[src/rtl/iat_pkg.sv]
// Shared types and constants for the IMAP argument tokenizer
`default_nettype none
package iat_pkg;
  localparam int MaxDepth = 16;
  localparam int LitBits = 32;
  localparam int DepthW = 5;
  localparam int LineW = 21;

  typedef enum logic [3:0] {
    M_IDLE = 4'd0, M_CR = 4'd1, M_ATOM = 4'd2, M_STR = 4'd3, M_L8 = 4'd4,
    M_LDIG = 4'd5, M_LCRLF = 4'd6, M_LLF = 4'd7, M_LDATA = 4'd8,
    M_PAUSE = 4'd9, M_DONE = 4'd10
  } mode_t;

  localparam logic [1:0] OP_DATA = 2'd0;
  localparam logic [1:0] OP_LINE = 2'd1;
  localparam logic [1:0] OP_RESUME = 2'd2;

  localparam logic [3:0] EV_ABYTE = 4'd0;
  localparam logic [3:0] EV_AEND = 4'd1;
  localparam logic [3:0] EV_SBYTE = 4'd2;
  localparam logic [3:0] EV_SEND = 4'd3;
  localparam logic [3:0] EV_LSTART = 4'd4;
  localparam logic [3:0] EV_LBYTE = 4'd5;
  localparam logic [3:0] EV_LEND = 4'd6;
  localparam logic [3:0] EV_LOPEN = 4'd7;
  localparam logic [3:0] EV_LCLOSE = 4'd8;
  localparam logic [3:0] EV_EOL = 4'd9;
  localparam logic [3:0] EV_ERR = 4'd10;
  localparam logic [3:0] EV_PAUSE = 4'd11;
  // internal marker for a silent state change, never sent out
  localparam logic [3:0] EV_NONE = 4'd15;

  localparam logic [3:0] ER_PAREN = 4'd1;
  localparam logic [3:0] ER_ATOM = 4'd2;
  localparam logic [3:0] ER_ATOM8 = 4'd3;
  localparam logic [3:0] ER_QUOTE = 4'd4;
  localparam logic [3:0] ER_LOVF = 4'd5;
  localparam logic [3:0] ER_LLINE = 4'd6;
  localparam logic [3:0] ER_PLUS = 4'd7;
  localparam logic [3:0] ER_DIGIT = 4'd8;
  localparam logic [3:0] ER_LLF = 4'd9;
  localparam logic [3:0] ER_CR = 4'd10;
  localparam logic [3:0] ER_CLOSE = 4'd11;
  localparam logic [3:0] ER_L8 = 4'd12;
  localparam logic [3:0] ER_BRACE = 4'd13;
  localparam logic [3:0] ER_LONG = 4'd14;
  localparam logic [3:0] ER_DEEP = 4'd15;

  localparam int CfgW = 20;
  localparam logic [2:0] CFG_MAXLINE = 3'd0;
  localparam logic [2:0] CFG_ALLCH = 3'd1;
  localparam logic [2:0] CFG_INLIST = 3'd2;
  localparam logic [2:0] CFG_MULTI = 3'd3;
  localparam logic [2:0] CFG_KEEPESC = 3'd4;
  localparam logic [2:0] CFG_LIT8 = 3'd5;
  localparam logic [2:0] CFG_SIZEONLY = 3'd6;

  typedef struct packed {
    logic [19:0] max_line;
    logic allchars;
    logic inside_list;
    logic multiline;
    logic keep_esc;
    logic lit8;
    logic size_only;
  } cfg_t;

  // one emitted event
  typedef struct packed {
    logic [3:0] ev;
    logic [7:0] byte_v;
    logic [31:0] lit_len;
    logic [4:0] depth;
    logic nil;
    logic nonsync;
    logic lit8;
    logic cont;
    logic [3:0] err;
    logic fatal;
  } evt_t;

  // up to three events from one byte
  typedef struct packed {
    logic [1:0] n;
    evt_t e0;
    evt_t e1;
    evt_t e2;
  } bundle_t;

  function automatic logic [1:0] atom_bad(input logic [7:0] c);
    if (c == 8'h28 || c == 8'h29 || c == 8'h7B || c == 8'h22 || c == 8'h5C ||
        c <= 8'd32 || c == 8'h7F) return 2'd2;
    if (c[7]) return 2'd3;
    return 2'd0;
  endfunction
endpackage
`default_nettype wire

[src/rtl/iat_cfg.sv]
// Configuration register bank
`default_nettype none
module iat_cfg import iat_pkg::*; (
  input  wire logic            clk,
  input  wire logic            rst_n,
  input  wire logic            we,
  input  wire logic [2:0]      idx,
  input  wire logic [CfgW-1:0] wdata,
  output cfg_t                 cfg
);
  cfg_t cfg_r;
  always_ff @(posedge clk) begin
    if (!rst_n) begin
      cfg_r <= '{max_line: 20'd65536, default: 1'b0};
    end else if (we) begin
      unique case (idx)
        CFG_MAXLINE:  cfg_r.max_line <= wdata;
        CFG_ALLCH:    cfg_r.allchars <= wdata[0];
        CFG_INLIST:   cfg_r.inside_list <= wdata[0];
        CFG_MULTI:    cfg_r.multiline <= wdata[0];
        CFG_KEEPESC:  cfg_r.keep_esc <= wdata[0];
        CFG_LIT8:     cfg_r.lit8 <= wdata[0];
        CFG_SIZEONLY: cfg_r.size_only <= wdata[0];
        default: ;
      endcase
    end
  end
  assign cfg = cfg_r;
endmodule
`default_nettype wire

[src/rtl/iat_core.sv]
// Per-byte parse state and event generation
`default_nettype none
module iat_core import iat_pkg::*; (
  input  wire logic       clk,
  input  wire logic       rst_n,
  input  wire cfg_t       cfg,
  input  wire logic       step,
  input  wire logic [1:0] op,
  input  wire logic [7:0] c,
  output bundle_t         bun
);
  mode_t mode_r, mode_nxt;
  logic [DepthW-1:0] depth_r, depth_nxt;
  logic [LitBits-1:0] cnt_r, cnt_nxt, left_r, left_nxt;
  logic [LineW-1:0] lb_r, lb_nxt;
  logic [2:0] nil_r, nil_nxt;
  logic esc_r, esc_nxt, ns_r, ns_nxt, l8_r, l8_nxt, err_r, err_nxt;

  bundle_t b;
  logic [LineW-1:0] lb_inc;
  logic [LitBits+3:0] cnt_x10;
  logic [1:0] bad;
  logic brk;
  logic [20:0] budget;

  always_ff @(posedge clk) begin
    if (!rst_n) begin
      mode_r <= M_IDLE; depth_r <= '0; cnt_r <= '0; left_r <= '0; lb_r <= '0;
      nil_r <= '0; esc_r <= 1'b0; ns_r <= 1'b0; l8_r <= 1'b0; err_r <= 1'b0;
    end else if (step) begin
      mode_r <= mode_nxt; depth_r <= depth_nxt; cnt_r <= cnt_nxt;
      left_r <= left_nxt; lb_r <= lb_nxt; nil_r <= nil_nxt; esc_r <= esc_nxt;
      ns_r <= ns_nxt; l8_r <= l8_nxt; err_r <= err_nxt;
    end
  end

  always_comb begin
    evt_t e;
    mode_t m;
    logic go_idle;
    mode_nxt = mode_r; depth_nxt = depth_r; cnt_nxt = cnt_r; left_nxt = left_r;
    lb_nxt = lb_r; nil_nxt = nil_r; esc_nxt = esc_r; ns_nxt = ns_r;
    l8_nxt = l8_r; err_nxt = err_r;
    b = '0;
    e = '0;
    m = mode_r;
    go_idle = 1'b0;
    lb_inc = (lb_r == {LineW{1'b1}}) ? lb_r : lb_r + LineW'(1);
    cnt_x10 = ({4'b0, cnt_r} << 3) + ({4'b0, cnt_r} << 1) + (LitBits+4)'(c - 8'h30);
    bad = atom_bad(c);
    brk = (c == 8'h0D) || (c == 8'h0A);
    budget = {1'b0, cfg.max_line} - lb_inc;

    if (op == OP_LINE) begin
      mode_nxt = M_IDLE; depth_nxt = '0; cnt_nxt = '0; left_nxt = '0;
      lb_nxt = '0; nil_nxt = '0; esc_nxt = 1'b0; ns_nxt = 1'b0;
      l8_nxt = 1'b0; err_nxt = 1'b0;
    end else if (op == OP_RESUME) begin
      if (!err_r && mode_r == M_PAUSE) begin
        e.ev = EV_LSTART; e.nonsync = ns_r; e.lit8 = l8_r; e.lit_len = cnt_r;
        e.depth = depth_r;
        b.e0 = e; b.n = 2'd1;
        left_nxt = cnt_r;
        if (cnt_r == '0) begin
          e = '0; e.ev = EV_LEND; e.nonsync = ns_r; e.lit8 = l8_r; e.depth = depth_r;
          b.e1 = e; b.n = 2'd2; mode_nxt = M_IDLE;
        end else begin
          mode_nxt = M_LDATA;
        end
      end
    end else if (op == OP_DATA && !err_r && mode_r != M_DONE && mode_r != M_PAUSE) begin
      lb_nxt = lb_inc;
      if (lb_inc > {1'b0, cfg.max_line}) begin
        b.e0 = '{ev: EV_ERR, err: ER_LONG, depth: depth_r, default: '0};
        b.n = 2'd1; err_nxt = 1'b1;
      end else begin
        // atom handling may end the atom and fall through to idle parsing
        if (m == M_ATOM) begin
          if (c == 8'h20 || brk || (c == 8'h29 && (depth_r != '0 || cfg.inside_list))) begin
            b.e0 = '{ev: EV_AEND, nil: (nil_r == 3'd3), depth: depth_r, default: '0};
            b.n = 2'd1; mode_nxt = M_IDLE;
            if (c != 8'h20) begin
              go_idle = 1'b1;
            end
          end else if (c == 8'h29 && !cfg.allchars) begin
            b.e0 = '{ev: EV_ERR, err: ER_PAREN, depth: depth_r, default: '0};
            b.n = 2'd1; err_nxt = 1'b1;
          end else if (c != 8'h29 && bad != 2'd0 && !cfg.allchars) begin
            b.e0 = '{ev: EV_ERR, err: {2'b00, bad}, depth: depth_r, default: '0};
            b.n = 2'd1; err_nxt = 1'b1;
          end else begin
            if (nil_r < 3'd3 && ((nil_r == 3'd0 && c == 8'h4E) ||
                (nil_r == 3'd1 && c == 8'h49) || (nil_r == 3'd2 && c == 8'h4C)))
              nil_nxt = nil_r + 3'd1;
            else nil_nxt = 3'd4;
            b.e0 = '{ev: EV_ABYTE, byte_v: c, depth: depth_r, default: '0};
            b.n = 2'd1;
          end
        end
        if (m == M_IDLE || go_idle) begin
          e = '0; e.depth = depth_r;
          case (c)
            8'h20: ;
            8'h0D: mode_nxt = M_CR;
            8'h0A: begin
              if (cfg.inside_list || depth_r != '0) begin
                e.ev = EV_ERR; e.err = ER_CLOSE; err_nxt = 1'b1;
              end else begin
                e.ev = EV_EOL; mode_nxt = M_DONE;
              end
            end
            8'h22: begin mode_nxt = M_STR; esc_nxt = 1'b0; e.ev = EV_NONE; end
            8'h7E: begin
              if (!cfg.lit8) begin
                e.ev = EV_ERR; e.err = ER_L8; err_nxt = 1'b1;
              end else begin
                mode_nxt = M_L8; cnt_nxt = '0; ns_nxt = 1'b0; l8_nxt = 1'b1; e.ev = EV_NONE;
              end
            end
            8'h7B: begin
              mode_nxt = M_LDIG; cnt_nxt = '0; ns_nxt = 1'b0; l8_nxt = 1'b0; e.ev = EV_NONE;
            end
            8'h28: begin
              if (depth_r >= DepthW'(MaxDepth)) begin
                e.ev = EV_ERR; e.err = ER_DEEP; err_nxt = 1'b1;
              end else begin
                depth_nxt = depth_r + DepthW'(1); e.ev = EV_LOPEN; e.depth = depth_nxt;
              end
            end
            8'h29: begin
              if (depth_r != '0) begin
                depth_nxt = depth_r - DepthW'(1); e.ev = EV_LCLOSE; e.depth = depth_nxt;
              end else if (cfg.inside_list) begin
                e.ev = EV_EOL; mode_nxt = M_DONE;
              end else begin
                e.ev = EV_ERR; e.err = ER_PAREN; err_nxt = 1'b1;
              end
            end
            default: begin
              if (bad != 2'd0 && !cfg.allchars) begin
                e.ev = EV_ERR; e.err = {2'b00, bad}; err_nxt = 1'b1;
              end else begin
                mode_nxt = M_ATOM; nil_nxt = (c == 8'h4E) ? 3'd1 : 3'd4;
                e.ev = EV_ABYTE; e.byte_v = c;
              end
            end
          endcase
          // EV_NONE marks a silent state change; space/CR emit nothing
          if (c != 8'h20 && c != 8'h0D && e.ev != EV_NONE) begin
            if (go_idle) begin b.e1 = e; b.n = 2'd2; end
            else begin b.e0 = e; b.n = 2'd1; end
          end
        end
        case (m)
          M_CR: begin
            if (c == 8'h0A) begin
              if (cfg.inside_list || depth_r != '0) begin
                b.e0 = '{ev: EV_ERR, err: ER_CLOSE, depth: depth_r, default: '0};
                err_nxt = 1'b1; mode_nxt = M_IDLE;
              end else begin
                b.e0 = '{ev: EV_EOL, depth: depth_r, default: '0}; mode_nxt = M_DONE;
              end
            end else begin
              b.e0 = '{ev: EV_ERR, err: ER_CR, depth: depth_r, default: '0}; err_nxt = 1'b1;
            end
            b.n = 2'd1;
          end
          M_STR: begin
            b.n = 2'd1;
            if (esc_r) begin
              esc_nxt = 1'b0;
              if (brk && !cfg.multiline) begin
                b.e0 = '{ev: EV_ERR, err: ER_QUOTE, depth: depth_r, default: '0};
                err_nxt = 1'b1;
              end else b.e0 = '{ev: EV_SBYTE, byte_v: c, depth: depth_r, default: '0};
            end else if (c == 8'h22) begin
              b.e0 = '{ev: EV_SEND, depth: depth_r, default: '0}; mode_nxt = M_IDLE;
            end else if (c == 8'h5C) begin
              esc_nxt = 1'b1;
              b.e0 = '{ev: EV_SBYTE, byte_v: c, depth: depth_r, default: '0};
              if (!cfg.keep_esc) b.n = 2'd0;
            end else if (brk && !cfg.multiline) begin
              b.e0 = '{ev: EV_ERR, err: ER_QUOTE, depth: depth_r, default: '0};
              err_nxt = 1'b1;
            end else b.e0 = '{ev: EV_SBYTE, byte_v: c, depth: depth_r, default: '0};
          end
          M_L8: begin
            if (c == 8'h7B) mode_nxt = M_LDIG;
            else begin
              b.e0 = '{ev: EV_ERR, err: ER_BRACE, depth: depth_r, default: '0};
              b.n = 2'd1; err_nxt = 1'b1;
            end
          end
          M_LDIG: begin
            if (c == 8'h7D) begin
              if (!cfg.size_only) begin
                if (lb_inc >= {1'b0, cfg.max_line} || cnt_r > LitBits'(budget)) begin
                  b.e0 = '{ev: EV_ERR, err: ER_LLINE, fatal: 1'b1, depth: depth_r,
                           default: '0};
                  err_nxt = 1'b1;
                end else begin
                  b.e0 = '{ev: EV_LSTART, lit_len: cnt_r, nonsync: ns_r, lit8: l8_r,
                           cont: !ns_r, depth: depth_r, default: '0};
                  mode_nxt = M_LCRLF;
                end
                b.n = 2'd1;
              end else mode_nxt = M_LCRLF;
            end else if (ns_r) begin
              b.e0 = '{ev: EV_ERR, err: ER_PLUS, depth: depth_r, default: '0};
              b.n = 2'd1; err_nxt = 1'b1;
            end else if (c == 8'h2B) begin
              ns_nxt = 1'b1;
            end else if (c < 8'h30 || c > 8'h39) begin
              b.e0 = '{ev: EV_ERR, err: ER_DIGIT, depth: depth_r, default: '0};
              b.n = 2'd1; err_nxt = 1'b1;
            end else if (cnt_x10[LitBits+3:LitBits] != '0) begin
              b.e0 = '{ev: EV_ERR, err: ER_LOVF, depth: depth_r, default: '0};
              b.n = 2'd1; err_nxt = 1'b1;
            end else cnt_nxt = cnt_x10[LitBits-1:0];
          end
          M_LCRLF, M_LLF: begin
            if (m == M_LCRLF && c == 8'h0D) mode_nxt = M_LLF;
            else if (c == 8'h0A) begin
              b.n = 2'd1;
              if (cfg.size_only) begin
                b.e0 = '{ev: EV_PAUSE, lit_len: cnt_r, nonsync: ns_r, lit8: l8_r,
                         depth: depth_r, default: '0};
                mode_nxt = M_PAUSE;
              end else begin
                left_nxt = cnt_r;
                if (cnt_r == '0) begin
                  b.e0 = '{ev: EV_LEND, nonsync: ns_r, lit8: l8_r, depth: depth_r,
                           default: '0};
                  mode_nxt = M_IDLE;
                end else begin
                  b.n = 2'd0; mode_nxt = M_LDATA;
                end
              end
            end else begin
              b.e0 = '{ev: EV_ERR, err: ER_LLF, depth: depth_r, default: '0};
              b.n = 2'd1; err_nxt = 1'b1;
            end
          end
          M_LDATA: begin
            b.e0 = '{ev: EV_LBYTE, byte_v: c, depth: depth_r, default: '0};
            b.n = 2'd1;
            left_nxt = left_r - LitBits'(1);
            if (left_r == LitBits'(1)) begin
              b.e1 = '{ev: EV_LEND, nonsync: ns_r, lit8: l8_r, depth: depth_r,
                       default: '0};
              b.n = 2'd2; mode_nxt = M_IDLE;
            end
          end
          default: ;
        endcase
      end
    end
  end

  assign bun = b;
endmodule
`default_nettype wire

[src/rtl/iat_outq.sv]
// Result buffer: holds up to three events of one byte and drains them in order
`default_nettype none
module iat_outq import iat_pkg::*; (
  input  wire logic    clk,
  input  wire logic    rst_n,
  input  wire logic    load,
  input  wire bundle_t bun,
  output logic         empty_next,
  output logic         out_tvalid,
  input  wire logic    out_tready,
  output evt_t         head,
  output logic         head_last
);
  evt_t q_r [3];
  logic [1:0] cnt_r, rd_r;
  logic pop;
  assign pop = out_tvalid && out_tready;
  assign out_tvalid = (cnt_r != 2'd0);
  assign head = q_r[rd_r];
  assign head_last = (cnt_r == 2'd1);
  // ready for new byte when buffer drains this cycle or is empty
  assign empty_next = (cnt_r == 2'd0) || (cnt_r == 2'd1 && pop);

  always_ff @(posedge clk) begin
    if (!rst_n) begin
      cnt_r <= 2'd0; rd_r <= 2'd0;
    end else if (load) begin
      cnt_r <= bun.n; rd_r <= 2'd0;
    end else if (pop) begin
      cnt_r <= cnt_r - 2'd1; rd_r <= rd_r + 2'd1;
    end
  end
  always_ff @(posedge clk) begin
    if (load) begin
      q_r[0] <= bun.e0; q_r[1] <= bun.e1; q_r[2] <= bun.e2;
    end
  end
endmodule
`default_nettype wire

[src/rtl/imap_argument_tokenizer.sv]
// Top level of the IMAP command-line argument tokenizer
//
//  channel | dir | handshake            | payload
//  in_     | in  | in_tvalid/in_tready  | tdata: opcode[1:0], data_byte[9:2]
//  out_    | out | out_tvalid/out_tready| tdata: event fields, tlast: last
//  cfg_    | in  | cfg_we               | cfg_idx selects register, cfg_wdata
//
// One byte is taken per cycle while the result buffer is empty or draining its
// last event; its events (zero to two) are computed in the same cycle and loaded
// into the result buffer. A byte with zero or one event sustains one transfer
// per cycle while out_tready is high; a byte with two events holds the input off as the buffer drains.
// Reset is synchronous, active low; it clears parse state and configuration.
// A stall on the output holds the buffer and, once it is not draining, the input.
`default_nettype none
module imap_argument_tokenizer import iat_pkg::*; (
  input  wire logic            clk,
  input  wire logic            rst_n,
  input  wire logic            in_tvalid,
  output logic                 in_tready,
  input  wire logic [15:0]     in_tdata,   // opcode[1:0], data_byte[9:2]
  output logic                 out_tvalid,
  input  wire logic            out_tready,
  // event_res[3:0], out_byte[11:4], literal_length[43:12], nest_depth[48:44],
  // is_nil[49], is_nonsync[50], is_literal8[51], continuation_request[52],
  // error_code[56:53], fatal[57]
  output logic [63:0]          out_tdata,
  output logic                 out_tlast,
  input  wire logic            cfg_we,
  input  wire logic [2:0]      cfg_idx,
  input  wire logic [CfgW-1:0] cfg_wdata
);
  cfg_t cfg;
  bundle_t bun;
  evt_t head;
  logic empty_next, step;

  iat_cfg u_cfg (.clk, .rst_n, .we(cfg_we), .idx(cfg_idx), .wdata(cfg_wdata), .cfg);

  assign in_tready = empty_next;
  assign step = in_tvalid && in_tready;

  iat_core u_core (.clk, .rst_n, .cfg, .step, .op(in_tdata[1:0]),
                   .c(in_tdata[9:2]), .bun);

  iat_outq u_q (.clk, .rst_n, .load(step), .bun, .empty_next, .out_tvalid,
                .out_tready, .head, .head_last(out_tlast));

  assign out_tdata = {6'd0, head.fatal, head.err, head.cont, head.lit8,
                      head.nonsync, head.nil, head.depth, head.lit_len,
                      head.byte_v, head.ev};
endmodule
`default_nettype wire

[config.mk]
export PLATFORM = sky130hd
export DESIGN_NAME = imap_argument_tokenizer
export DESIGN_NICKNAME = d
export VERILOG_FILES = /design/src/rtl/iat_pkg.sv /design/src/rtl/iat_cfg.sv /design/src/rtl/iat_core.sv /design/src/rtl/iat_outq.sv /design/src/rtl/imap_argument_tokenizer.sv
export SDC_FILE = /design/constraint.sdc
export NUM_CORES = 1
export LEC_CHECK = 0
export BUFFER_PORTS_ARGS = -buffer_cell sky130_fd_sc_hd__buf_2
export CAP_MARGIN = 20
export CORE_ASPECT_RATIO = 1.2
export CORE_MARGIN = 5
export CORE_UTILIZATION = 45
export CTS_CLUSTER_DIAMETER = 120
export DETAILED_ROUTE_END_ITERATION = 10
export PLACE_DENSITY = 0.6
export REMOVE_ABC_BUFFERS = 1
export SETUP_SLACK_MARGIN = 0.3
export SYNTH_ARGS = -nofsm -noshare
export SYNTH_HDL_FRONTEND = slang
export SYNTH_SLANG_ARGS = --single-unit
[constraint.sdc]
create_clock -name clk -period 22.8 [get_ports clk]
set_input_delay 4.56 -clock clk [delete_from_list [all_inputs] [get_ports clk]]
set_output_delay 4.56 -clock clk [all_outputs]
set_load 0.01 [all_outputs]
# After elaboration in Yosys (flattened, before gate mapping)
# Memories as Yosys holds them, arrays and structs flattened. A register that Yosys moved wholly into a read port is not among the register bits.
# Cells that the tools add are included.
# word_totals
regBits	131
ram_bits	174
n_memories	1
# memory_table
memory	words	word_bits	read_ports	rd_ports_with_merged_regs	wr	line_no	rtl
u_q.q_r	3	58	1	1	3	iat_outq.sv:14	evt_t q_r [3];
# op_classes
addsub	11
magnitude_cmp	8
n_eq_ne	52
n_mux	222
bitwise	1
reduce_logical	76
# ops
cell	count
two-way mux 58 bit	14
two-way mux 60 bit	12
two-way mux 118 bit	6
two-way mux 32 bit	20
one-hot mux 60 bit (6 select lines)	1
two-way mux 4 bit	38
one-hot mux 32 bit (2 select lines)	2
two-way mux 21 bit	4
two-way mux 1 bit	74
equality test 8 x 7 -> 1 bit (second input constant)	8
two-way mux 59 bit	1
two-way mux 57 bit	1
two-way mux 56 bit	1
one-hot mux 4 bit (6 select lines)	2
two-way mux 3 bit	14
equality test 8 x 6 -> 1 bit (second input constant)	5
adder 35 x 33 -> 36 bit	1
adder 36 bit	1
two-way mux 5 bit	7
equality test 32 x 1 -> 1 bit (second input constant)	1
greater-than comparator 32 x 21 -> 1 bit	1
logical NOT 32 bit	1
two-way mux 2 bit	16
subtractor 32 x 1 -> 32 bit (second input constant)	1
60 further kinds	138

# Longest topological paths before layout
# Gate-level depths: netlist of the first run.
# logic_depth
ltp_word	35
ltp_mapped	30
ltp_nobuf	28

# Modules after synthesis
# From an unflattened synthesis of the first run, not the netlist that was laid out.
# hier_totals
hier_cells	2285
area_unflattened_um2	20671.1
# modules_own_cells
mod	n_inst	cells_per_inst	area_each_um2	seq_area_each_um2
iat_core	1	1768	12802.3	2021.9
iat_outq	1	397	6723.9	5345.1
iat_cfg	1	112	1089.8	520.5
imap_argument_tokenizer	1	8	55.1	0.0

# Worst setup path after synthesis of the first run
# Ideal clock, no wire load.
# synth_timing
path_type	input-to-reg
startpoint	in in_tdata[8]
endpoint	reg u_core.cnt_r[10]
setup_ns	0.119
t_arrival_ns	10.769
required_time_ns	22.681
setup_slack_ns	11.912
stages	16
cell_sequence	clkbuf_1 > nor3_1 > fa_1 > ha_1 > buf_6 > and3_1 > nand4_1 > nor2_1 > a211oi_4 > a2111oi_4 > or3_1 > a211o_1 > or4_4 > buf_6 > buf_8 > o221a_1
# synth_between
elab_chain_cells	22
# synth_lines
element	line_no	rtl
start, declared	imap_argument_tokenizer.sv:20	input wire logic [15:0] in_tdata,
branches (longest 17 deep; another with adder 36 bit)	-	
two-way mux 32 bit *	iat_core.sv:154	case (m)
two-way mux 32 bit *	iat_core.sv:73	if (lb_inc > {1'b0, cfg.max_line}) begin
two-way mux 32 bit *	iat_core.sv:71	end else if (op == OP_DATA && !err_r && mode_r != M_DONE && mode_r != M_PAUSE) begin
two-way mux 32 bit *	iat_core.sv:58	end else if (op == OP_RESUME) begin
two-way mux 32 bit *	iat_core.sv:54	if (op == OP_LINE) begin
end signal, assigned	iat_core.sv:31	mode_r <= mode_nxt; depth_r <= depth_nxt; cnt_r <= cnt_nxt;
end, declared	iat_core.sv:14	logic [LitBits-1:0] cnt_r, cnt_nxt, left_r, left_nxt;
# Mark *: on every way between the ends. The select of a mux whose other input is x is not followed.
# A chain may end at the register's enable or synchronous reset.

# Final worst setup path of the first run
# layout_timing
startpoint	in out_tready
endpoint	out in_tready
# layout_between
elab_chain_cells	3
# layout_lines
element	line_no	rtl
start, declared	imap_argument_tokenizer.sv:22	input wire logic out_tready,
logical AND 1 bit	iat_outq.sv:17	assign pop = out_tvalid && out_tready;
logical AND 1 bit	iat_outq.sv:22	assign empty_next = (cnt_r == 2'd0) || (cnt_r == 2'd1 && pop);
logical OR 1 bit	iat_outq.sv:22	
end, declared	imap_argument_tokenizer.sv:19	output logic in_tready,
# No other way between the ends.

==> results.py, run 1 <==
metrics = {
    "status": {
        "status": "finished, final reports clean",
    },
    "power": {
        "combPwrFrac_pct": 23.9,
        "ir_drop_v": 0.00005140,
        "clkPwrFrac_pct": 35.2,
        "p_switching_mw": 0.3537,
        "p_per_area_nw_per_um2": 63.66,
        "p_int_mw": 0.7846,
        "swShare_pct": 31.07,
        "p_seq_share_pct": 40.9,
        "leakage_nw": 7.184,
    },
    "placed_design": {
        "dp.cells": 2473,
        "globalplace.congestion": 0.9400,
        "portBuffers": 98,
        "dp_hpwl_um": 38010,
    },
    "synth": {
        "synth_area_um2": 16260,
        "synth_edf_count": 81,
        "yosys-top-cells-area": "dfxtp_1 16%, edfxtp_1 15%, ha_1 7.5%",
        "synth-async-reset-ratio_pct": 0,
        "ys_seq_elements": 214,
        "synthCells": 1977,
        "avgSynthCellArea_um2": 8.226,
        "ys_seq_area_share_pct": 31.33,
        "synth_top_area_cell": "dfxtp_1",
        "synth_cell_types": 99,
        "yosysWarnings": 0,
        "synthFlopType": "dfxtp_1",
        "synth_top_cell_area_share_pct": 16.37,
    },
    "die": {
        "initial_core_util_pct": 45.36,
        "num_rows": 76,
        "die_x_um": 183.5,
        "dieArea_um2": 40050,
        "fp.coreArea_um2": 35850,
        "pin_count": 111,
        "die_y_um": 218.2,
    },
    "detailed_routing": {
        "dr_wl_met2_um": 24830,
        "drtIter0Drc": 1072,
        "met3_length_um": 2804,
        "drt-total-wl_um": 51330,
        "wl_met1_um": 22130,
        "postRouteAntennaNets": 0,
        "vias_per_cell": 5.938,
        "wl_per_cell_um": 20.38,
        "drc": 0,
        "routed.top_layer": "met4",
        "dr.pass1.iters": 5,
        "num_vias": 14950,
    },
    "setup_path": {
        "critPathArrivalTime_ns": 4.92,
        "critical_path_class": "input pin to output pin",
        "critPathLaunchType": "input pin",
        "reg2regPathDepth": 26,
        "r2r_start": "u_core.lb_r[10]$_SDFFE_PN0P_",
        "crit_slowest_cell": "buf_2",
        "critical_path_required_ns": 18.24,
        "r2r-end": "u_q.q_r[0][57]$_SDFFCE_PP0P_",
        "cpPeakStageDelay_ns": 0.14,
        "crit_fanout": 2,
        "crit_chain": "buf_2 -> nand2_1 -> nand2_1 -> buf_2",
        "worstSetupEndpointType": "output pin",
        "r2r_slack_ns": 15.61,
    },
    "cells_and_area": {
        "nets": 2205,
        "area_growth_pct": 9.956,
        "final_cells": 2518,
        "layout-drive-gt1-share_pct": 10.20,
        "insertedDiodeCount": 0,
    },
    "timing": {
        "worst_pin_slew_ns": 1.151,
        "fmax_mhz": 105.5,
        "fin_skew_ns": 0.02104,
        "min_period_ns": 9.479,
        "rsz0062_at_grt": "false",
        "setup_tns_ns": 0,
        "finalCritPeriodShare_pct": 41.58,
        "finalHoldViolations": 0,
        "drv_slew": 0,
        "setup_viol": 0,
        "slew_headroom_pct": 23.26,
    },
    "worst_hold_path": {
        "worstHoldPathCells": 2,
        "hold_path_class": "register to register",
        "min_from": "u_cfg.cfg[6]$_SDFFE_PN0P_",
        "hold_end": "u_cfg.cfg[6]$_SDFFE_PN0P_",
    },
    "global_routing": {
        "gr-total-overflow": 0,
        "grt_pass1_vias": 14520,
        "grt_use_total_pct": 24.92,
        "grt_max_degree": 87,
        "antenna_found_initial": 0,
        "grt_first_pass_wirelength_um": 80590,
    },
    "clock_tree": {
        "hold_buffers": 0,
        "cts-root-buf": "clkbuf_16",
        "cts_tree": "built",
        "clockBufferDepth": 3,
        "clock_latency_ns": 0.56,
        "clk_pin_slew_worst_paths_ns": 0.06,
        "ctsResizeCount": 0,
        "cts_max_level": 1,
        "cts_setup_buffers": 0,
        "numClockSinks": 214,
        "cts_buffers": 25,
    },
    "job": {
        "cap_violations": 0,
    },
}
worst max path at each step:
stage                           start                            end  slack (ns)  cells past startpoint
after floorplan           in_tdata[6]  u_core.cnt_r[10]$_SDFFE_PN0P_       12.06                     13
after global placement    in_tdata[6]   u_q.q_r[0][11]$_SDFFCE_PP0P_       13.11                     15
after detailed placement  in_tdata[6]   u_q.q_r[0][11]$_SDFFCE_PP0P_       13.09                     15
after CTS                  out_tready                      in_tready       13.32                      4
after global routing       out_tready                      in_tready       13.29                      4
final                      out_tready                      in_tready       13.32                      4
cell usage in the layout (no fill, tap or decap), drive strengths merged, types with 74 or more instances in the layout:
cell	instances
and2	84
o21ai	116
nor3	74
edfxtp	81
nand2	168
buf	119
dfxtp	133
nor2	236
ha	97
inv	75
a21oi	191
flip-flops by register name (all words and copies together) (netlist names), 2 cells and up, named ones only:
| name | count |
|---|---|
| u_cfg.cfg | 26 |
| u_core.cnt_r | 32 |
| u_core.depth_r | 5 |
| u_core.lb_r | 21 |
| u_core.left_r | 32 |
| u_core.mode_r | 4 |
| u_core.nil_r | 3 |
| u_q.cnt_r | 2 |
| u_q.q_r | 81 |
| u_q.rd_r | 2 |
cells in the mapped netlist (23+ instances only):
cell      number
nand2_1      168
dfxtp_1      133
a21oi_1      189
inv_1         72
clkbuf_1      77
nor2_1       234
nand3_1       50
a211oi_1      28
nand2b_1      23
o21ai_0      105
mux2i_1       32
edfxtp_1      81
nor3_1        69
xor2_1        32
a21o_1        35
and2_1        81
ha_1          97
xnor2_1       44
fa_1          32
metrics by stage:
stage                     utilization, %  hold slack [ns]  power, mW  cell area [µm²]  setup WS [ns]
final                              49.88           0.4609      1.138            17880          13.32
after global routing               49.88           0.4741      1.197            17880          13.29
after CTS                          49.88           0.4603      1.153            17880          13.32
after detailed placement           47.63           0.4520     0.7488            17080          13.09
after global placement             47.63           0.4461     0.7437            17080          13.11
after floorplan                        -           0.4363     0.6452            15820          12.06
power groups by stage:
stage | logic [mW] | clock network, mW | registers, mW
6_report | 0.272 | 0.401 | 0.465
5_1_grt | 0.301 | 0.425 | 0.470
4_1_cts | 0.276 | 0.411 | 0.466
3_5_place_dp | 0.275 | 0 | 0.474
3_3_place_gp | 0.272 | 0 | 0.472
2_1_floorplan | 0.171 | 0 | 0.474
cell type report:
cell class	count	area, µm²
fillers	3528	17970
multi-input cells	1598	10470
flip-flops and latches	214	5095
clock buffers	30	664.4
repair buffers	119	648.1
well taps	468	585.6
inverters	74	279.0
clock inverters	15	140.1
cells by family (layout without fill, tap and decap cells):
| group | after synthesis | count (layout) | synth area share, % |
|---|---|---|---|
| simple gates | 796 | 796 | 24.66 |
| buf+inv | 179 | 238 | 4.739 |
| flops | 214 | 214 | 31.33 |
| mux | 33 | 33 | 2.039 |
| other cells | 1 | 15 | 0.02306 |
| xor+xnor | 76 | 76 | 4.093 |
| compound gates | 549 | 549 | 21.71 |
| fa+ha+maj | 129 | 129 | 11.40 |
metal layers:
metal | vias to the layer above | GRT usage (%)
met5 | - | 0
met4 | 0 | 8.023
met3 | 89 | 2.564
met2 | 444 | 42.95
met1 | 7163 | 32.80
li1 | 7255 | -
worst max-delay path, delay by kind of cell:
| kind | cells | cell delay (ns) |
|---|---|---|
| buffers and inverters | 2 | 0.24 |
| and+or+nand+nor | 2 | 0.12 |
Power figures use the tool's default switching activity.
==> run 2, diff against run 1 <==
==> constraint.sdc (replaced) <==
create_clock -name clk -period 9.74 [get_ports clk]
set_input_delay 1.948 -clock clk [delete_from_list [all_inputs] [get_ports clk]]
set_output_delay 1.948 -clock clk [all_outputs]
set_load 0.01 [all_outputs]
==> results.py, run 2 (synthesized netlist as in run 1, its figures left out) <==
metrics = {
    "timing": {
        "fmax_mhz": 137.8,
        "min_period_ns": 7.259,
        "finalCritPeriodShare_pct": 74.53,
        "fin_skew_ns": 0.01783,
        "rsz0062_at_grt": "false",
        "setup_viol": 0,
        "slew_headroom_pct": 31.10,
        "drv_slew": 0,
        "worst_pin_slew_ns": 1.033,
        "finalHoldViolations": 0,
        "setup_tns_ns": 0,
    },
    "detailed_routing": {
        "wl_per_cell_um": 20.06,
        "drt-total-wl_um": 50500,
        "drc": 0,
        "num_vias": 14930,
        "dr.pass1.iters": 8,
        "drtIter0Drc": 1028,
        "vias_per_cell": 5.932,
        "postRouteAntennaNets": 0,
    },
    "placed_design": {
        "dp.cells": 2472,
        "globalplace.congestion": 0.9532,
        "portBuffers": 98,
        "dp_hpwl_um": 37690,
    },
    "die": {
        "initial_core_util_pct": 45.36,
        "dieArea_um2": 40050,
        "pin_count": 111,
        "die_y_um": 218.2,
        "num_rows": 76,
        "fp.coreArea_um2": 35850,
        "die_x_um": 183.5,
    },
    "global_routing": {
        "grt_pass1_vias": 14290,
        "antenna_found_initial": 0,
        "grt_use_total_pct": 24.61,
        "gr-total-overflow": 0,
        "grt_max_degree": 86,
        "grt_first_pass_wirelength_um": 79470,
    },
    "power": {
        "leakage_nw": 7.199,
        "p_per_area_nw_per_um2": 149.8,
        "ir_drop_v": 0.0001153,
        "finalPower_mw": 2.681,
    },
    "clock_tree": {
        "clk_pin_slew_worst_paths_ns": 0.06,
        "cts_tree": "built",
        "numClockSinks": 214,
        "clock_latency_ns": 0.54,
        "hold_buffers": 0,
        "cts_max_level": 1,
        "ctsResizeCount": 0,
        "cts_setup_buffers": 0,
        "cts-root-buf": "clkbuf_16",
        "clockBufferDepth": 3,
        "cts_buffers": 25,
    },
    "cells_and_area": {
        "utilization_pct": 49.92,
        "largest_register_ffs": 81,
        "layout_commonest_cell": "nor2_1",
        "multiInputGateArea_um2": 10470,
        "area.sequential_um2": 5095,
        "nets": 2205,
        "final_cells": 2517,
        "area_growth_pct": 10.04,
        "layout_common_cells": "234 x nor2_1, 189 x a21oi_1, 168 x nand2_1",
        "top_regs": "u_q.q_r x81, u_core.cnt_r x32, u_core.left_r x32",
        "layout-drive-gt1-share_pct": 10.30,
        "insertedDiodeCount": 0,
        "top_register": "u_q.q_r",
        "n_fill_cell": 3544,
    },
    "setup_path": {
        "cpPeakStageDelay_ns": 0.59,
        "crit_slowest_cell": "or4_1",
        "critPathArrivalTime_ns": 7.51,
        "crit_fanout": 7,
        "worstSetupEndpointType": "register",
        "critical_path_required_ns": 10.00,
        "critPathBufInv": 1,
        "critPathLaunchType": "register",
        "crit_family": "compound AO/OA/AOI/OAI gates",
        "critical_path_class": "register to register",
    },
    "status": {
        "status": "finished, final reports clean",
    },
    "job": {
        "cap_violations": 0,
    },
    "worst_hold_path": {
        "hold_path_class": "register to register",
    },
}
run 2: cell type report:
type	count	share of cell area, %
well taps	468	3.272
clock buffers	27	3.594
clock inverters	17	0.9789
inverters	74	1.559
repair buffers	119	3.622
flip-flops and latches	214	28.47
multi-input cells	1598	58.50
run 2: worst min-delay path, delay by kind of cell (launching register included):
family          cells  cell delay, ns
flops               1            0.31
simple gates        1            0.05
compound gates      1            0.05
run 2: report_power, final:
group	leakage [nW]	internal, mW	total [mW]	switching (mW)
logic	4.94	0.242	0.636	0.394
clock network	0.392	0.558	0.956	0.399
registers	1.87	1.06	1.09	0.0334
total	7.20	1.85	2.68	0.826
run 2: routing by layer:
metal	part of all wire (%)	GRT usage, %	routed length [µm]	up-vias
met1	42	31.58	21220	7106
met2	48	41.78	24050	462
met3	6.5	3.862	3283	106
met5	0	0	0	-
li1	-	-	-	7257
met4	3.9	9.116	1953	0
run 2: worst paths after layout:
check | start | end | slack [ns] | cells after the start
worst max-delay path | u_core.lb_r[10]$_SDFFE_PN0P_ | u_q.q_r[0][57]$_SDFFCE_PP0P_ | 2.48 | 26
worst max register to register | u_core.lb_r[10]$_SDFFE_PN0P_ | u_q.q_r[0][57]$_SDFFCE_PP0P_ | 2.48 | 26
worst min register to register | u_cfg.cfg[23]$_SDFFE_PN0P_ | u_cfg.cfg[23]$_SDFFE_PN0P_ | 0.46 | 2
worst min-delay path | u_cfg.cfg[23]$_SDFFE_PN0P_ | u_cfg.cfg[23]$_SDFFE_PN0P_ | 0.46 | 2
run 2: per-stage QoR:
| stage | hold slack [ns] | setup slack [ns] | instance area (µm²) |
|---|---|---|---|
| floorplan | 0.4363 | 1.616 | 15820 |
| global placement | 0.4474 | 2.542 | 17070 |
| detailed placement | 0.4563 | 2.478 | 17070 |
| CTS | 0.4668 | 2.442 | 17890 |
| global route | 0.4799 | 1.798 | 17890 |
| finish | 0.4649 | 2.481 | 17890 |
==> run 3, diff against run 2 <==
==> constraint.sdc (replaced) <==
create_clock -name clk -period 6.9 [get_ports clk]
set_input_delay 1.38 -clock clk [delete_from_list [all_inputs] [get_ports clk]]
set_output_delay 1.38 -clock clk [all_outputs]
set_load 0.01 [all_outputs]
==> results.py, run 3 (synthesized netlist as in run 1, its figures left out) <==
metrics = {
    "status": {
        "status": "finished, final reports clean",
    },
    "die": {
        "num_rows": 76,
        "dieArea_um2": 40050,
        "fp.coreArea_um2": 35850,
        "die_y_um": 218.2,
        "initial_core_util_pct": 45.36,
        "die_x_um": 183.5,
        "pin_count": 111,
    },
    "setup_path": {
        "r2r_slack_ns": 0.65,
        "cpPeakStageDelay_ns": 0.52,
        "critical_path_class": "register to register",
        "crit_path_end": "u_q.q_r[0][19]$_SDFFCE_PP0P_",
        "critPathLaunchType": "register",
        "critPathArrivalTime_ns": 6.54,
        "critical_path_required_ns": 7.19,
        "r2r-end": "u_q.q_r[0][19]$_SDFFCE_PP0P_",
        "r2r_start": "u_core.lb_r[13]$_SDFFE_PN0P_",
        "crit_fanout": 15,
        "crit_start": "u_core.lb_r[13]$_SDFFE_PN0P_",
        "reg2regPathDepth": 31,
        "worstSetupEndpointType": "register",
        "crit_slowest_cell": "or4_4",
        "crit_top_cell": "buf_4",
    },
    "timing": {
        "min_period_ns": 6.245,
        "drv_slew": 0,
        "finalCritPeriodShare_pct": 90.51,
        "final.setup.worst_slack_ns": 0.6550,
        "fmax_mhz": 160.1,
        "fin_skew_ns": 0.01725,
        "finalHoldViolations": 0,
        "slew_headroom_pct": 33.16,
        "worst_pin_slew_ns": 1.003,
        "rsz0062_at_grt": "false",
        "setup_viol": 0,
    },
    "detailed_routing": {
        "drtIter0Drc": 1120,
        "drt-total-wl_um": 52470,
        "num_vias": 15070,
        "dr.pass1.iters": 6,
        "postRouteAntennaNets": 0,
        "drc": 0,
        "wl_per_cell_um": 20.63,
        "vias_per_cell": 5.925,
    },
    "placed_design": {
        "dp_slack_ns": 0.2641,
        "globalplace.congestion": 0.9704,
        "dp.cells": 2493,
        "dp_hpwl_um": 39230,
        "portBuffers": 98,
    },
    "power": {
        "clkPwrFrac_pct": 35.8,
        "p_seq_share_pct": 40.1,
        "leakage_nw": 7.370,
        "p_switching_mw": 1.170,
        "combPwrFrac_pct": 24.1,
        "swShare_pct": 30.55,
        "finalPower_mw": 3.830,
        "p_int_mw": 2.660,
        "ir_drop_v": 0.0002492,
        "p_per_area_nw_per_um2": 209.1,
    },
    "clock_tree": {
        "cts-root-buf": "clkbuf_16",
        "cts_max_level": 1,
        "clk_pin_slew_worst_paths_ns": 0.06,
        "cts_buffers": 25,
        "clockBufferDepth": 3,
        "clock_latency_ns": 0.54,
        "cts_tree": "built",
        "numClockSinks": 214,
    },
    "cells_and_area": {
        "final_cells": 2544,
        "layout-drive-gt1-share_pct": 13.25,
        "top_register": "u_q.q_r",
        "area.sequential_um2": 5112,
        "layout_commonest_cell": "nor2_1",
        "area_growth_pct": 12.65,
        "n_fill_cell": 3548,
        "insertedDiodeCount": 0,
        "largest_register_ffs": 81,
        "nets": 2231,
        "layout_common_cells": "231 x nor2_1, 186 x a21oi_1, 167 x nand2_1",
        "top_regs": "u_q.q_r x81, u_core.cnt_r x32, u_core.left_r x32",
        "multiInputGateArea_um2": 10620,
    },
    "job": {
        "cap_violations": 0,
    },
    "worst_hold_path": {
        "hold_path_class": "register to register",
    },
    "global_routing": {
        "grt_pass1_vias": 14630,
        "grt_first_pass_wirelength_um": 82310,
        "grt_max_degree": 84,
        "antenna_found_initial": 0,
        "grt_use_total_pct": 25.52,
        "gr-total-overflow": 0,
    },
}
run 3: worst max-delay path: cells and delay by family, from the launching register on:
family                     cells  cell delay [ns]
AOI/OAI and AO/OA             13             2.00
and+or+nand+nor               10             1.93
buffers and inverters          4             0.72
adders and majority gates      2             0.64
DFF                            1             0.38
xor gates and xnor gates       2             0.32
run 3: final cells by class:
type,count,share of cell area (%)
Clock buffer,29,3.497
Clock inverter,16,1.072
Inverter,74,1.523
Multi-Input combinational cell,1598,57.97
Sequential cell,214,27.91
Tap cell,468,3.197
Timing Repair Buffer,145,4.836
run 3: worst min path at each step:
stage | startpoint | slack [ns] | to | depth (start not counted)
final | u_cfg.cfg[24]$_SDFFE_PN0P_ | 0.46 | u_cfg.cfg[24]$_SDFFE_PN0P_ | 2
after global routing | u_cfg.cfg[24]$_SDFFE_PN0P_ | 0.49 | u_cfg.cfg[24]$_SDFFE_PN0P_ | 2
after CTS | u_cfg.cfg[24]$_SDFFE_PN0P_ | 0.47 | u_cfg.cfg[24]$_SDFFE_PN0P_ | 2
after detailed placement | u_cfg.cfg[24]$_SDFFE_PN0P_ | 0.46 | u_cfg.cfg[24]$_SDFFE_PN0P_ | 2
after global placement | u_cfg.cfg[6]$_SDFFE_PN0P_ | 0.45 | u_cfg.cfg[6]$_SDFFE_PN0P_ | 2
after floorplan | u_cfg.cfg[6]$_SDFFE_PN0P_ | 0.44 | u_cfg.cfg[6]$_SDFFE_PN0P_ | 2
run 3: timing repair:
item	in CTS	in global routing
pin swaps	0	10
endpoints found under the setup margin	31	44
gates resized for setup	5	46
hold buffers	0	0
gates cloned	0	1
setup buffers	0	4
run 3: through the flow:
step,TNS (ns),instance area (µm²),hold slack [ns],util [%]
2_1_floorplan,-23.38,15820,0.4363,-
3_3_place_gp,0,17250,0.4471,48.12
3_5_place_dp,0,17250,0.4569,48.12
4_1_cts,0,18100,0.4665,50.50
5_1_grt,0,18320,0.4920,51.10
6_report,0,18320,0.4634,51.10
run 3: routing by layer:
layer / vias to the layer above / track usage, % / wire length, µm / share of wire, %
met3: 106 / 3.130 / 2859 / 5.4
met2: 456 / 43.79 / 25160 / 48
met1: 7210 / 33.46 / 22720 / 43
li1: 7302 / - / - / -
met4: 0 / 8.122 / 1738 / 3.3
met5: - / 0 / 0 / 0
run 3: power by group through the flow:
stage	clock (mW)	combinational [mW]	sequential [mW]
2_1_floorplan	0	0.564	1.57
3_3_place_gp	0	0.911	1.56
3_5_place_dp	0	0.921	1.57
4_1_cts	1.41	0.926	1.54
5_1_grt	1.46	1.02	1.55
6_report	1.37	0.921	1.54
